## src/hdl/pnmc_pkg.sv

```systemverilog
// Shared types, constants and arithmetic helpers for the palette crossfade block.
package pnmc_pkg;

    typedef enum logic [1:0] {
        MODE_WRITE_OUT = 2'd0,
        MODE_WRITE_IN  = 2'd1,
        MODE_TICK      = 2'd2,
        MODE_QUERY     = 2'd3
    } mode_t;

    typedef struct packed {
        mode_t       mode;
        logic        do_hop;
        logic [3:0]  entry_index;
        logic [7:0]  red_in;
        logic [7:0]  green_in;
        logic [7:0]  blue_in;
    } in_item_t;

    typedef struct packed {
        logic [7:0]  red_out;
        logic [7:0]  green_out;
        logic [7:0]  blue_out;
        logic [3:0]  matched_index;
    } out_item_t;

    typedef struct packed {
        logic [7:0] r;
        logic [7:0] g;
        logic [7:0] b;
    } rgb_t;

    localparam int HOP_W            = 16;
    localparam int WRITABLE_ENTRIES = 16;
    localparam int DIST_W           = 18;
    localparam logic [DIST_W-1:0] DIST_INIT = '1;

    localparam int FRAC_W     = 16;
    localparam int ALPHA_W    = FRAC_W + 1;
    localparam int DIV_CNT_W  = $clog2(FRAC_W);
    localparam int SQ_W       = 2 * FRAC_W;
    localparam int WEIGHT_W   = FRAC_W + 2;
    localparam int CUBE_W     = SQ_W + WEIGHT_W;
    localparam logic [WEIGHT_W-1:0] SMOOTH_THREE = WEIGHT_W'(3 * (1 << FRAC_W));

    typedef struct packed {
        logic              valid;
        rgb_t              from;
        logic [DIST_W-1:0] best_d;
        logic [3:0]        best_j;
        rgb_t              best;
    } match_tok_t;

    typedef struct packed {
        logic       wr_out;
        logic       wr_in;
        logic [3:0] index;
        rgb_t       color;
        logic       hop;
    } cell_ctrl_t;

    typedef enum logic [0:0] {
        S_IDLE,
        S_RUN
    } top_state_t;

    typedef enum logic [2:0] {
        A_IDLE,
        A_DIV,
        A_SQUARE,
        A_CUBE,
        A_DONE
    } alpha_state_t;

    function automatic logic [DIST_W-1:0] sq_dist(input rgb_t p, input rgb_t q);
        logic signed [8:0]  dr;
        logic signed [8:0]  dg;
        logic signed [8:0]  db;
        logic signed [17:0] sr;
        logic signed [17:0] sg;
        logic signed [17:0] sb;
        dr = $signed({1'b0, p.r}) - $signed({1'b0, q.r});
        dg = $signed({1'b0, p.g}) - $signed({1'b0, q.g});
        db = $signed({1'b0, p.b}) - $signed({1'b0, q.b});
        sr = dr * dr;
        sg = dg * dg;
        sb = db * db;
        return DIST_W'($unsigned(sr)) + DIST_W'($unsigned(sg)) + DIST_W'($unsigned(sb));
    endfunction

    function automatic logic [7:0] blend_chan(input logic [7:0] a, input logic [7:0] b,
                                              input logic [ALPHA_W-1:0] alpha);
        logic signed [8:0]  diff;
        logic signed [26:0] prod;
        logic signed [26:0] sum;
        diff = $signed({1'b0, b}) - $signed({1'b0, a});
        prod = diff * $signed({1'b0, alpha});
        sum  = $signed({3'b000, a, 16'h0000}) + prod;
        return sum[23:16];
    endfunction

endpackage

```

## src/hdl/pnmc_cell.sv

```systemverilog
// One palette cell: holds an outgoing and an incoming entry and updates the running best match.
module pnmc_cell #(
    parameter int CELL_INDEX = 0
) (
    input  logic                 clk,
    input  logic                 rst_n,
    input  pnmc_pkg::cell_ctrl_t ctrl,
    input  pnmc_pkg::match_tok_t tok_in,
    output pnmc_pkg::match_tok_t tok_out,
    output pnmc_pkg::rgb_t       out_entry
);
    import pnmc_pkg::*;

    localparam logic       WRITABLE = (CELL_INDEX < WRITABLE_ENTRIES);
    localparam logic [3:0] INDEX4   = 4'(CELL_INDEX);

    rgb_t              out_entry_reg;
    rgb_t              in_entry_reg;
    match_tok_t        tok_reg;
    match_tok_t        tok_next;
    logic              hit;
    logic [DIST_W-1:0] sq_d;
    logic              take;

    assign hit = WRITABLE && (ctrl.index == INDEX4);

    always_comb
    begin
        sq_d            = sq_dist(tok_in.from, in_entry_reg);
        take            = sq_d < tok_in.best_d;
        tok_next        = tok_in;
        if (take)
        begin
            tok_next.best_d = sq_d;
            tok_next.best_j = INDEX4;
            tok_next.best   = in_entry_reg;
        end
    end

    always_ff @(posedge clk or negedge rst_n)
    begin
        if (!rst_n)
        begin
            out_entry_reg <= '0;
            in_entry_reg  <= '0;
            tok_reg       <= '0;
        end
        else
        begin
            if (ctrl.hop)
            begin
                out_entry_reg <= in_entry_reg;
            end
            else if (ctrl.wr_out && hit)
            begin
                out_entry_reg <= ctrl.color;
            end
            if (ctrl.wr_in && hit)
            begin
                in_entry_reg <= ctrl.color;
            end
            tok_reg <= tok_next;
        end
    end

    assign tok_out   = tok_reg;
    assign out_entry = out_entry_reg;

endmodule

```

## config.mk

```make
export PLATFORM = sky130hd
export DESIGN_NAME = pnmc_cell
export DESIGN_NICKNAME = d
export VERILOG_FILES = /design/src/hdl/pnmc_pkg.sv /design/src/hdl/pnmc_cell.sv
export SDC_FILE = /design/constraint.sdc
export NUM_CORES = 1
export LEC_CHECK = 0
export ABC_CLOCK_PERIOD_IN_PS = 8350
export BUFFER_PORTS_ARGS = -buffer_cell sky130_fd_sc_hd__buf_4
export CAP_MARGIN = 20
export CORE_MARGIN = 10
export CORE_UTILIZATION = 54
export DETAILED_ROUTE_END_ITERATION = 6
export GPL_ROUTABILITY_DRIVEN = 0
export PLACE_DENSITY_LB_ADDON = 0.05
export SETUP_SLACK_MARGIN = 0.3
export SLEW_MARGIN = 25
export SYNTH_ARGS = -nofsm -noshare
export SYNTH_HDL_FRONTEND = slang
export SYNTH_SLANG_ARGS = --single-unit
export TNS_END_PERCENT = 50
```

## constraint.sdc

```tcl
create_clock -name clk -period 8.35 [get_ports clk]
set_input_delay 0.4175 -clock clk [delete_from_list [all_inputs] [get_ports clk]]
set_output_delay 0.4175 -clock clk [all_outputs]
set_load 0.01 [all_outputs]
```

======== Word-level counts from Yosys, hierarchy flattened ========
Cells that the tools add are included.
storage, ports and cells
  word-level logic and storage cells ...... 31
  memories ................................ 0
  output and inout bits ................... 95
  ROM bits ................................ 0
  latch bits .............................. 0
  input port bits ......................... 104
  register bits ........................... 119
  RAM bits ................................ 0
operators by class
  bitwise gates (word level) .............. 0
  reduce and logical (&&, ||, !) cells .... 4
  mux-type cells .......................... 3
  $mul .................................... 3
  order comparisons ....................... 1
  divide/modulo/power cells ............... 0
  $add $sub $neg .......................... 5
  shift operators ......................... 0
  equality and inequality tests ........... 0
operators by type and width
  kind                 number
  $mul A9 B9 Y18       3
  $mux W24             2
  $mux W46             1
  $add A18 B18 Y18     2
  $sub A8 B8 Y9        3
  $lt A18 B18 Y1       1
  $logic_not A4 Y1     1
  $logic_and A1 B1 Y1  2
  $reduce_bool A2 Y1   1

======== Logic depth before layout (Yosys ltp) ========
  depth after elaboration ................. 6
  mapped depth ............................ 41
  depth with buffers taken out ............ 39

======== Least setup slack after synthesis ========
No wires, ideal clock.
  path type ............................... in2reg
  start point ............................. in tok_in[62] (netlist bit)
  end point ............................... reg tok_reg (netlist bit tok_out[10])
  data required time ...................... 8,225 ps
  path slack .............................. -914 ps
  library setup time ...................... 125 ps
  path buffers ............................ 2
  stages .................................. 36
  arrival ................................. 9,139 ps
  cell sequence ........................... inv_1 > ha_1 > inv_1 > fa_1 > nand2_1 > nand2_1 > a21oi_1 > o21ai_0 > a21oi_1 > o21ai_0 > a21oi_1 > clkbuf_1 > nand2_1 > fa_1 > inv_1 > fa_1 > fa_1 > inv_1 > fa_1 > fa_1 > inv_1 > fa_1 > fa_1 > fa_1 > ha_1 > or4_1 > o2111ai_1 > a21oi_1 > a311oi_2 > xnor2_1 > ha_1 > and4_1 > nand2_1 > o211ai_4 > buf_6 > mux2_4
RTL lines
  element               line             RTL
  start, declared       pnmc_cell.sv:8   input pnmc_pkg::match_tok_t tok_in,
  end signal, assigned  pnmc_cell.sv:62  tok_reg <= tok_next;
  end, declared         pnmc_cell.sv:19  match_tok_t tok_reg;

==> metrics.cfg <==
[worst_hold_path]
hold_class = input pin to flip-flop

[timing]
finalWorstSetupSlack_ns = -0.702
holdWs_ns = 0.0989
period_share_pct = 108
fin_skew_ns = 0.0151
maxSlewViolCount = 0
period_needed_ns = 9.05
tightest_slew_ns = 0.729
rsz0062_at_grt = yes
max_freq_mhz = 110
report.final.hold_viol_count = 0
setup_viol = 46
slew_headroom_pct = 50.9

[grt]
grt.total_usage_pct = 23.0
grt_overflow_total = 0
grt_pass1_wl_um = 60800
grt_pass1_vias = 11878
grt_max_degree = 79
grt_antenna_before_repair = 0

[final_layout]
nets = 2276
syn2layout_area_growth_pct = 36.2
layout_commonest_cell = buf_4
largest_register_ffs = 71
final_area_um2 = 19200
antennaDiodeCount = 0
final_cell_mix = buf_4 (451), inv_1 (309), fa_1 (204), ha_1 (134), dfrtp_1 (119)
layout.cells.non_filler = 2149
fin_util_pct = 74.2
drive_gt1_share_pct = 37.8

[synthesis]
synth_fp_nets = 1817
async_flop_share_pct = 100
ys_warn_count = 0
avgSynthCellArea_um2 = 10.5
netlist.top_cell.by_area = fa_1
synth-edff-count = 0
synthTopCellsByArea = fa_1 (32%), dfrtp_1 (21%), ha_1 (13%), inv_1 (8.6%), mux2_4 (3.2%)
ys_ff_latch = 119
synth-seq-area-share_pct = 21.2
yosys.area.top_type_share_pct = 31.9
ys.flop_type = dfrtp_1
syn_inst = 1342
ys_types = 49
netlist_area_um2 = 14100

[critical_path]
crit_type = flip-flop to flip-flop
endpoint_kind = flip-flop
crit_path_start_kind = flip-flop
cp_common_cell = fa_1
arrival_ns = 9.35
cp.required_ns = 8.65
cp_slowest_stage_delay_ns = 0.59
rrSetupSlack_ns = -0.70
worst-path-max-fanout = 8
critPathSlowestCell = fa_2

[place]
dp.cells = 2094
portBuffers = 198
dpl_cell_area_um2 = 17900
dp_hpwl_um = 30400

[floorplan]
core.rowCount = 59
die_w_um = 181
dieArea_um2 = 32900
ios = 199
die-height_um = 181
initial_core_util_pct = 54.5
core_um2 = 25800

[clocking]
cts_tree = yes
clkLatencyLatePin_ns = 0.42
cts_made_buffers = 17
clock-root-buffer = clkbuf_16
htreeDepth = 4
cts_max_path_buffers = 2
clk_pin_slew_worst_paths_ns = 0.07
clock-sinks = 119

[route]
drtPass1Iterations = 5
drc = 0
wl_per_cell_um = 17.4
ant_nets = 0
vias_per_cell = 5.03
drtIter0Drc = 606
vias = 10802
totalWireLength_um = 37400

[outcome]
violations = setup timing
outcome = complete, but fails checks

[run]
cap_violations = 0

==> path summary, 6_finish.rpt <==
check,from,cells past startpoint,endpoint
setup / recovery,in_entry_reg[16],35,tok_out[20]
hold / removal,tok_in[70],1,tok_out[70]
min in group asynchronous,rst_n,2,tok_out[22]
hold reg to reg,out_entry[13],2,out_entry[13]
max in group asynchronous,rst_n,3,tok_out[52]
setup reg to reg,in_entry_reg[16],35,tok_out[20]
==> repair_timing <==
action / in CTS / in global routing
hold endpoints to repair: 6 / 0
buffers inserted: 11 / 7
pin swaps: 46 / 30
cloned: 2 / 1
gates resized for setup: 64 / 42
hold buffers: 1 / 0
endpoints found under the setup margin: 46 / 46
==> worst max-delay path: cells and delay by family (launching register included) <==
family / cells / cell delay, ns
buffers and inverters: 6 / 0.87
AND/OR/NAND/NOR: 6 / 1.38
multiplexers: 1 / 0.29
adder cells (fa/ha/maj): 10 / 4.20
AO/OA/AOI/OAI: 9 / 1.32
XOR/XNOR: 3 / 0.44
flip-flops: 1 / 0.41
==> Yosys cell counts (5+ instances only) <==
library cell and instances:
or3_1 12, nor2b_1 7, nor3_1 14, and2_1 6
mux2_2 32, nand2b_1 5, mux2i_1 29, clkbuf_1 18
fa_1 224, buf_6 5, o21bai_1 5, dfrtp_1 119
o21ai_1 8, inv_1 323, nand2_1 87, xnor2_1 50
a21oi_1 30, nor2_1 81, a21o_1 10, o21ai_0 34
xor2_1 13, ha_1 147, clkinv_1 6, mux2_4 30
==> cell families (layout without fill, tap and decap cells) <==
kind of cell             after synthesis  in the layout  share of synthesized area (%)
AO/OA/AOI/OAI                        112            112                           5.02
multiplexers                          94             94                           8.07
XOR/XNOR                              63             63                           3.92
buffers and inverters                354            826                           9.74
flip-flops                           119            119                           21.2
adder cells (fa/ha/maj)              371            371                           44.9
AND/OR/NAND/NOR                      229            229                           7.15
==> final cells by class <==
type | instances | area, µm²
Clock buffer | 18 | 429
Clock inverter | 14 | 176
Fill cell | 1864 | 6670
Inverter | 330 | 1250
Multi-Input combinational cell | 869 | 10300
Sequential cell | 119 | 2980
Tap cell | 335 | 419
Timing Repair Buffer | 464 | 3640
==> per-layer routing <==
| metal | track usage [%] | up-vias | wire [µm] |
|---|---|---|---|
| met5 | 0 | - | 0 |
| met2 | 41.3 | 284 | 20000 |
| met4 | 5.43 | 0 | 620 |
| met1 | 28.6 | 5434 | 14900 |
| li1 | - | 5042 | - |
| met3 | 3.34 | 42 | 1900 |
==> metrics by stage <==
step | TNS (ns) | setup slack, ns
2_1_floorplan | -13.95 | -0.351
3_3_place_gp | -37.05 | -0.868
3_5_place_dp | -46.63 | -1.05
4_1_cts | -28.19 | -0.642
5_1_grt | -47.15 | -1.05
6_report | -30.81 | -0.702
Power is left out: the tool's default activity adds up to more than one toggle a clock period on the data nets, which glitch-free logic cannot reach.
