[src/hdl/pnmc_pkg.sv]
// Shared types, constants and arithmetic helpers for the palette crossfade block.
package pnmc_pkg;

    typedef enum logic [1:0] {
        MODE_WRITE_OUT = 2'd0,
        MODE_WRITE_IN  = 2'd1,
        MODE_TICK      = 2'd2,
        MODE_QUERY     = 2'd3
    } mode_t;

    typedef struct packed {
        mode_t       mode;
        logic        do_hop;
        logic [3:0]  entry_index;
        logic [7:0]  red_in;
        logic [7:0]  green_in;
        logic [7:0]  blue_in;
    } in_item_t;

    typedef struct packed {
        logic [7:0]  red_out;
        logic [7:0]  green_out;
        logic [7:0]  blue_out;
        logic [3:0]  matched_index;
    } out_item_t;

    typedef struct packed {
        logic [7:0] r;
        logic [7:0] g;
        logic [7:0] b;
    } rgb_t;

    localparam int HOP_W            = 16;
    localparam int WRITABLE_ENTRIES = 16;
    localparam int DIST_W           = 18;
    localparam logic [DIST_W-1:0] DIST_INIT = '1;

    localparam int FRAC_W     = 16;
    localparam int ALPHA_W    = FRAC_W + 1;
    localparam int DIV_CNT_W  = $clog2(FRAC_W);
    localparam int SQ_W       = 2 * FRAC_W;
    localparam int WEIGHT_W   = FRAC_W + 2;
    localparam int CUBE_W     = SQ_W + WEIGHT_W;
    localparam logic [WEIGHT_W-1:0] SMOOTH_THREE = WEIGHT_W'(3 * (1 << FRAC_W));

    typedef struct packed {
        logic              valid;
        rgb_t              from;
        logic [DIST_W-1:0] best_d;
        logic [3:0]        best_j;
        rgb_t              best;
    } match_tok_t;

    typedef struct packed {
        logic       wr_out;
        logic       wr_in;
        logic [3:0] index;
        rgb_t       color;
        logic       hop;
    } cell_ctrl_t;

    typedef enum logic [0:0] {
        S_IDLE,
        S_RUN
    } top_state_t;

    typedef enum logic [2:0] {
        A_IDLE,
        A_DIV,
        A_SQUARE,
        A_CUBE,
        A_DONE
    } alpha_state_t;

    function automatic logic [DIST_W-1:0] sq_dist(input rgb_t p, input rgb_t q);
        logic signed [8:0]  dr;
        logic signed [8:0]  dg;
        logic signed [8:0]  db;
        logic signed [17:0] sr;
        logic signed [17:0] sg;
        logic signed [17:0] sb;
        dr = $signed({1'b0, p.r}) - $signed({1'b0, q.r});
        dg = $signed({1'b0, p.g}) - $signed({1'b0, q.g});
        db = $signed({1'b0, p.b}) - $signed({1'b0, q.b});
        sr = dr * dr;
        sg = dg * dg;
        sb = db * db;
        return DIST_W'($unsigned(sr)) + DIST_W'($unsigned(sg)) + DIST_W'($unsigned(sb));
    endfunction

    function automatic logic [7:0] blend_chan(input logic [7:0] a, input logic [7:0] b,
                                              input logic [ALPHA_W-1:0] alpha);
        logic signed [8:0]  diff;
        logic signed [26:0] prod;
        logic signed [26:0] sum;
        diff = $signed({1'b0, b}) - $signed({1'b0, a});
        prod = diff * $signed({1'b0, alpha});
        sum  = $signed({3'b000, a, 16'h0000}) + prod;
        return sum[23:16];
    endfunction

endpackage

[src/hdl/pnmc_alpha.sv]
// Smoothstep alpha unit: bit-serial frame ratio divide, then two registered multiplies.
module pnmc_alpha (
    input  logic                           clk,
    input  logic                           rst_n,
    input  logic                           launch,
    input  logic [pnmc_pkg::HOP_W-1:0]     frames,
    input  logic [pnmc_pkg::HOP_W-1:0]     hop_len,
    output logic [pnmc_pkg::ALPHA_W-1:0]   alpha,
    output logic                           ready
);
    import pnmc_pkg::*;

    alpha_state_t         state_reg;
    alpha_state_t         state_next;
    logic [DIV_CNT_W-1:0] cnt_reg;
    logic [DIV_CNT_W-1:0] cnt_next;
    logic [HOP_W-1:0]     rem_reg;
    logic [HOP_W-1:0]     rem_next;
    logic [HOP_W-1:0]     div_reg;
    logic [HOP_W-1:0]     div_next;
    logic [FRAC_W-1:0]    quo_reg;
    logic [FRAC_W-1:0]    quo_next;
    logic [SQ_W-1:0]      sq_reg;
    logic [SQ_W-1:0]      sq_next;
    logic [ALPHA_W-1:0]   alpha_reg;
    logic [ALPHA_W-1:0]   alpha_next;

    logic [HOP_W:0]       shifted;
    logic                 fits;
    logic [WEIGHT_W-1:0]  weight;
    logic [CUBE_W-1:0]    cube;

    always_comb
    begin
        shifted    = {rem_reg, 1'b0};
        fits       = shifted >= {1'b0, div_reg};
        weight     = SMOOTH_THREE - {1'b0, quo_reg, 1'b0};
        cube       = CUBE_W'(sq_reg) * CUBE_W'(weight);
        state_next = state_reg;
        cnt_next   = cnt_reg;
        rem_next   = rem_reg;
        div_next   = div_reg;
        quo_next   = quo_reg;
        sq_next    = sq_reg;
        alpha_next = alpha_reg;
        unique case (state_reg) inside
            A_IDLE, A_DONE:
            begin
                if (launch)
                begin
                    rem_next   = frames;
                    div_next   = hop_len;
                    quo_next   = '0;
                    cnt_next   = DIV_CNT_W'(FRAC_W - 1);
                    state_next = A_DIV;
                end
            end
            A_DIV:
            begin
                rem_next = fits ? HOP_W'(shifted - {1'b0, div_reg}) : shifted[HOP_W-1:0];
                quo_next = {quo_reg[FRAC_W-2:0], fits};
                cnt_next = cnt_reg - 1'b1;
                if (cnt_reg == '0)
                begin
                    state_next = A_SQUARE;
                end
            end
            A_SQUARE:
            begin
                sq_next    = SQ_W'(quo_reg) * SQ_W'(quo_reg);
                state_next = A_CUBE;
            end
            A_CUBE:
            begin
                alpha_next = cube[SQ_W+ALPHA_W-1:SQ_W];
                state_next = A_DONE;
            end
            default:
            begin
                state_next = A_IDLE;
            end
        endcase
    end

    always_ff @(posedge clk or negedge rst_n)
    begin
        if (!rst_n)
        begin
            state_reg <= A_IDLE;
            cnt_reg   <= '0;
            rem_reg   <= '0;
            div_reg   <= '0;
            quo_reg   <= '0;
            sq_reg    <= '0;
            alpha_reg <= '0;
        end
        else
        begin
            state_reg <= state_next;
            cnt_reg   <= cnt_next;
            rem_reg   <= rem_next;
            div_reg   <= div_next;
            quo_reg   <= quo_next;
            sq_reg    <= sq_next;
            alpha_reg <= alpha_next;
        end
    end

    assign alpha = alpha_reg;
    assign ready = (state_reg == A_DONE);

endmodule

[config.mk]
export PLATFORM = sky130hd
export DESIGN_NAME = pnmc_alpha
export DESIGN_NICKNAME = d
export VERILOG_FILES = /design/src/hdl/pnmc_pkg.sv /design/src/hdl/pnmc_alpha.sv
export SDC_FILE = /design/constraint.sdc
export NUM_CORES = 2
export LEC_CHECK = 0
export BUFFER_PORTS_ARGS = -buffer_cell sky130_fd_sc_hd__clkbuf_2
export CORE_ASPECT_RATIO = 0.8
export CORE_MARGIN = 2
export CORE_UTILIZATION = 59
export CTS_CLUSTER_SIZE = 8
export DETAILED_ROUTE_END_ITERATION = 16
export PLACE_DENSITY = 0.82
export SKIP_CTS_REPAIR_TIMING = 1
export SLEW_MARGIN = 20
export SYNTH_ARGS = -nofsm -noshare
export SYNTH_HDL_FRONTEND = slang
export SYNTH_SLANG_ARGS = --single-unit
[constraint.sdc]
create_clock -name clk -period 6.7 [get_ports clk]
set_input_delay 0.67 -clock clk [delete_from_list [all_inputs] [get_ports clk]]
set_output_delay 0.67 -clock clk [all_outputs]
set_load 0.005 [all_outputs]
Yosys cells after proc, flatten, opt, wreduce, memory -nomap -nowiden
Index checks and enable logic that the tools add are counted.

Register bits: 104. Input port bits: 35. Output and inout bits: 18.

Add/sub/neg operators: 3. $mul: 2. Order comparisons: 1. Eq/ne operators: 6. Mux-type cells: 10. Reductions and logical operators: 7.

Operator list (count): case mux 16 bit (2 select lines) (2); multiplier 32 x 18 -> 49 bit (1); 2-to-1 mux 16 bit (3); multiplier 16 x 16 -> 32 bit (1); subtractor 18 x 17 -> 18 bit, first input constant (1); >= comparator 17 x 16 -> 1 bit (1); subtractor 16 bit (1); case mux 3 bit (4 select lines) (1); case mux 4 bit (2 select lines) (1); equality test 3 x 2 -> 1 bit, second input constant (2); 2-to-1 mux 3 bit (2); AND reduction 2 bit (3); zero test 4 bit (1); 2-to-1 mux 4 bit (1); subtractor 4 x 1 -> 4 bit, second input constant (1); equality test 3 x 1 -> 1 bit, second input constant (1); equality test 3 bit, second input constant (1); zero test 3 bit (1); inequality test 2 x 1 -> 1 bit, second input constant (1); inequality test 2 bit, second input constant (1); nonzero test 2 bit (1); OR reduction 2 bit (1).

Longest topological paths before layout
Depth after elaboration: 4. Mapped depth: 31. Mapped depth without buffers: 30.

Worst setup path after synthesis
OpenSTA, ideal clock, no wires.

Path type: flip-flop to flip-flop. From: register quo_reg[0]. To: register alpha_reg[7], in the netlist alpha[7]. Library setup time: 0.133 ns. Arrival: 6.966 ns. Data required time: 6.567 ns. Path slack: -0.400 ns. Cell stages (with the launch flop): 29. Cell sequence: dfrtp_1 clkbuf_1 clkinv_1 ha_1 nand3_1 or3_1 nand3b_4 xnor2_1 clkbuf_1 nand2_1 fa_1 inv_1 fa_1 fa_1 fa_1 fa_1 inv_1 fa_1 inv_1 ha_1 a21oi_1 o21ai_0 a2111oi_0 o211ai_1 o21ai_1 nand4_1 a31oi_1 xor2_1 o21ai_0.

Longest elaborated chain between the ends: 2.

Ends and longest elaborated chain: start, declared (line pnmc_alpha.sv:21) `logic [FRAC_W-1:0] quo_reg;`; start signal, assigned (line pnmc_alpha.sv:103) `quo_reg <= quo_next;`; subtractor 18 x 17 -> 18 bit (line pnmc_alpha.sv:37) `weight = SMOOTH_THREE - {1'b0, quo_reg, 1'b0};`; multiplier 32 x 18 -> 49 bit (line pnmc_alpha.sv:38) `cube = CUBE_W'(sq_reg) * CUBE_W'(weight);`; end signal, assigned (line pnmc_alpha.sv:105) `alpha_reg <= alpha_next;`; end, declared (line pnmc_alpha.sv:25) `logic [ALPHA_W-1:0] alpha_reg;`.

Every way passes these cells. A chain may end at the register's enable or synchronous reset.

Worst setup path in the final report
From: register quo_reg[0]. To: register alpha_reg[10], in the netlist alpha[10].

Same word-level chain as after synthesis.

==> results.json <==
{
  "status": "finished, violations left",
  "violations": "setup timing",
  "overflow": 0,
  "slowest_stage": "fa_1",
  "slew_headroom": 0.330,
  "grt_pass1_vias": 24000,
  "critPathKind": "reg2reg",
  "max_stage_delay_ns": 0.54,
  "totalWireLength_um": 73800,
  "routed_via_density": 5.56,
  "drive_gt1_frac": 0.127,
  "areaGrowthSynthToFinish_pct": 12.3,
  "final_cells": 4079,
  "start_util": 0.599,
  "critical_path_depth": 31,
  "multi_input_area_mm2": 0.0235,
  "critPathRequiredTime_ns": 7.00,
  "synth_cells": 3283,
  "worstPathArrival_ns": 7.90,
  "grt_start_max_net_pins": 68,
  "fin_nets": 4355,
  "n_fill_cell": 3574,
  "min_period_ns": 7.61,
  "seqCellArea_mm2": 0.00258,
  "tns_ns": -13.48,
  "antenna_found_initial": 1,
  "startpoint_type": "register",
  "worstMarginPinSlew_ns": 1.00,
  "cap_violations": 0,
  "seq_area_frac_synth": 0.0889,
  "setup_slack_ns": -0.905,
  "crit_family": "adder cells",
  "placementRows": 72,
  "place_inst": 4042,
  "die_w_um": 252,
  "synthArstFlopShare": 1.00,
  "r2r_cells": 31,
  "cp-end-kind": "register",
  "drt-wirelength-per-cell_um": 18.1,
  "ys_types": 77,
  "hpwlAfterDp_um": 57500,
  "grt_pass1_wl_um": 118000,
  "die-area_mm2": 0.0510,
  "r2r_start": "quo_reg[0]",
  "drc_errors": 0,
  "post-route-util": 0.672,
  "reg2reg_to": "alpha[10]",
  "synth_area_per_cell_um2": 8.84,
  "grt_usage": 0.292,
  "numCtsBuffers": 9,
  "gp_congestion": 0.913,
  "ys_ff_latch": 103,
  "drtAntennaViolNets": 0,
  "synth_flop_cell": "dfrtp_1",
  "largest_reg_flops": 31,
  "tritoncts": "yes",
  "io_pins": 53,
  "worst-path-buf-inv": 8,
  "cts_max_path_buffers": 2,
  "finalHoldViolCount": 0,
  "portBuffers": 52,
  "period_share": 1.14,
  "cts.sinks": 103,
  "cts-root-buf": "clkbuf_16",
  "syn_area_mm2": 0.0290,
  "cts_max_level": 3,
  "hp-class": "in2async",
  "yosys_warnings": 0,
  "finalSetupViolations": 17,
  "crit_fanout": 5,
  "die_y_um": 202,
  "insertion_delay_ns": 0.41,
  "crit_path_frequent_cell": "fa_1",
  "first_pass_iters": 8,
  "pre_cts_slack_ns": -0.936,
  "vias": 22700,
  "clk_pin_slew_worst_paths_ns": 0.09,
  "skew_ns": 0.0193,
  "drtIter0Drc": 1547,
  "synth_edf_count": 0,
  "core_mm2": 0.0485,
  "r2r_setup_slack_ns": -0.91,
  "slew_viol_final": 0,
  "fmax_ghz": 0.131,
  "rsz0062_at_grt": "yes"
}
[area by class of cell]
type,count,area share
Tap cell,629,0.0241
Multi-Input combinational cell,2218,0.720
Clock inverter,7,0.00288
Antenna cell,1,0.0000768
Sequential cell,103,0.0791
Inverter,817,0.0941
Timing Repair Buffer,295,0.0724
Clock buffer,9,0.00691
[worst max-delay path by stage]
| stage | from | end | slack [ns] |
|---|---|---|---|
| 2_1_floorplan | quo_reg[2] | alpha[11] | -0.21 |
| 3_3_place_gp | quo_reg[1] | alpha[16] | -0.74 |
| 3_5_place_dp | quo_reg[1] | alpha[14] | -0.94 |
| 4_1_cts | quo_reg[1] | alpha[14] | -0.99 |
| 5_1_grt | quo_reg[0] | alpha[10] | -1.18 |
| 6_report | quo_reg[0] | alpha[10] | -0.91 |
[cell usage in the layout (no fill, tap or decap), types with 10 or more instances in the layout]
cell type  count
a21o_1        36
clkbuf_2      51
xnor2_1       32
nand4_1       12
nor3b_1       10
nor2_1        60
o21a_1        10
fa_1         603
xor2_1        22
xnor2_2       11
o21ai_1       17
buf_6         17
ha_4          13
and2_1       233
nor3_1        12
mux2i_1       15
ha_1         253
and3_1        10
buf_4        210
buf_12        16
conb_1        13
dfrtp_1      102
nand3_1       19
a21oi_2       14
o22ai_1       21
nand2_1      498
o21ai_0       68
inv_1        806
a21oi_1       58
[per-stage QoR]
| step | hold WS [ns] | instance area [um^2] |
|---|---|---|
| 3_3_place_gp | 0.470 | 31500 |
| 2_1_floorplan | 0.374 | 29100 |
| 3_5_place_dp | 0.474 | 31500 |
| 4_1_cts | 0.342 | 31800 |
| 6_report | 0.331 | 32600 |
| 5_1_grt | 0.376 | 32600 |
[cells in the mapped netlist, types with 3 or more instances]
| library cell | n | area [um^2] |
|---|---|---|
| or3_1 | 7 | 43.8 |
| o22ai_1 | 21 | 131 |
| nand3_1 | 22 | 110 |
| and3_1 | 12 | 75.1 |
| a211oi_1 | 12 | 90.1 |
| inv_1 | 810 | 3040 |
| buf_1 | 18 | 67.6 |
| a31oi_1 | 11 | 68.8 |
| clkbuf_1 | 134 | 503 |
| o21ai_0 | 84 | 420 |
| or4_1 | 3 | 22.5 |
| and4_1 | 3 | 26.3 |
| a21o_1 | 36 | 270 |
| o31ai_1 | 9 | 67.6 |
| ha_1 | 268 | 3350 |
| nand2b_1 | 9 | 56.3 |
| dfrtp_1 | 103 | 2580 |
| clkinv_1 | 5 | 18.8 |
| o21bai_1 | 5 | 37.5 |
| nor2_1 | 67 | 251 |
| and2_1 | 240 | 1500 |
| a21oi_1 | 71 | 355 |
| o21a_1 | 10 | 75.1 |
| fa_1 | 608 | 12200 |
| mux2i_1 | 15 | 150 |
| nand4_1 | 12 | 75.1 |
| o21ai_1 | 4 | 20.0 |
| o211ai_1 | 8 | 60.1 |
| nor2b_1 | 9 | 56.3 |
| xor2_1 | 24 | 210 |
| o2111ai_1 | 5 | 43.8 |
| or2_2 | 5 | 31.3 |
| a21boi_1 | 3 | 22.5 |
| xnor2_1 | 46 | 403 |
| nand2_1 | 499 | 1870 |
| nand3b_1 | 6 | 45.0 |
| nor4_1 | 4 | 25.0 |
| nor3b_1 | 11 | 82.6 |
| nor3_1 | 14 | 70.1 |
| nor4b_1 | 3 | 26.3 |
[metal layers]
layer  GRT usage  vias to the layer above  wire, um
met5           0                        -         0
met1       0.385                    11300     29200
met2       0.480                     1032     35200
met4       0.113                        0      3210
met3      0.0569                      257      6110
li1            -                    10100         -
[logic make-up (layout without fill, tap and decap cells)]
group                      count (synthesis)  count (layout)  share of synthesized area
adders and majority gates                876             876                      0.535
muxes                                     16              16                    0.00556
other                                      2              14                   0.000259
buffers and inverters                    974            1128                      0.127
and+or+nand+nor                          938             938                      0.155
DFF                                      103             103                     0.0889
xor gates and xnor gates                  71              72                     0.0217
AOI/OAI and AO/OA                        303             303                     0.0663
[worst reg2reg max path, delay by kind of cell, from the launching register on]
kind,cells,cell delay (ns)
xor gates and xnor gates,2,0.29
DFF,1,0.44
buffers and inverters,8,0.95
and+or+nand+nor,6,1.26
adders and majority gates,8,3.34
AOI/OAI and AO/OA,7,1.23
Power is left out: the tool's default activity adds up to more than one toggle a clock period on the data nets, which glitch-free logic cannot reach.
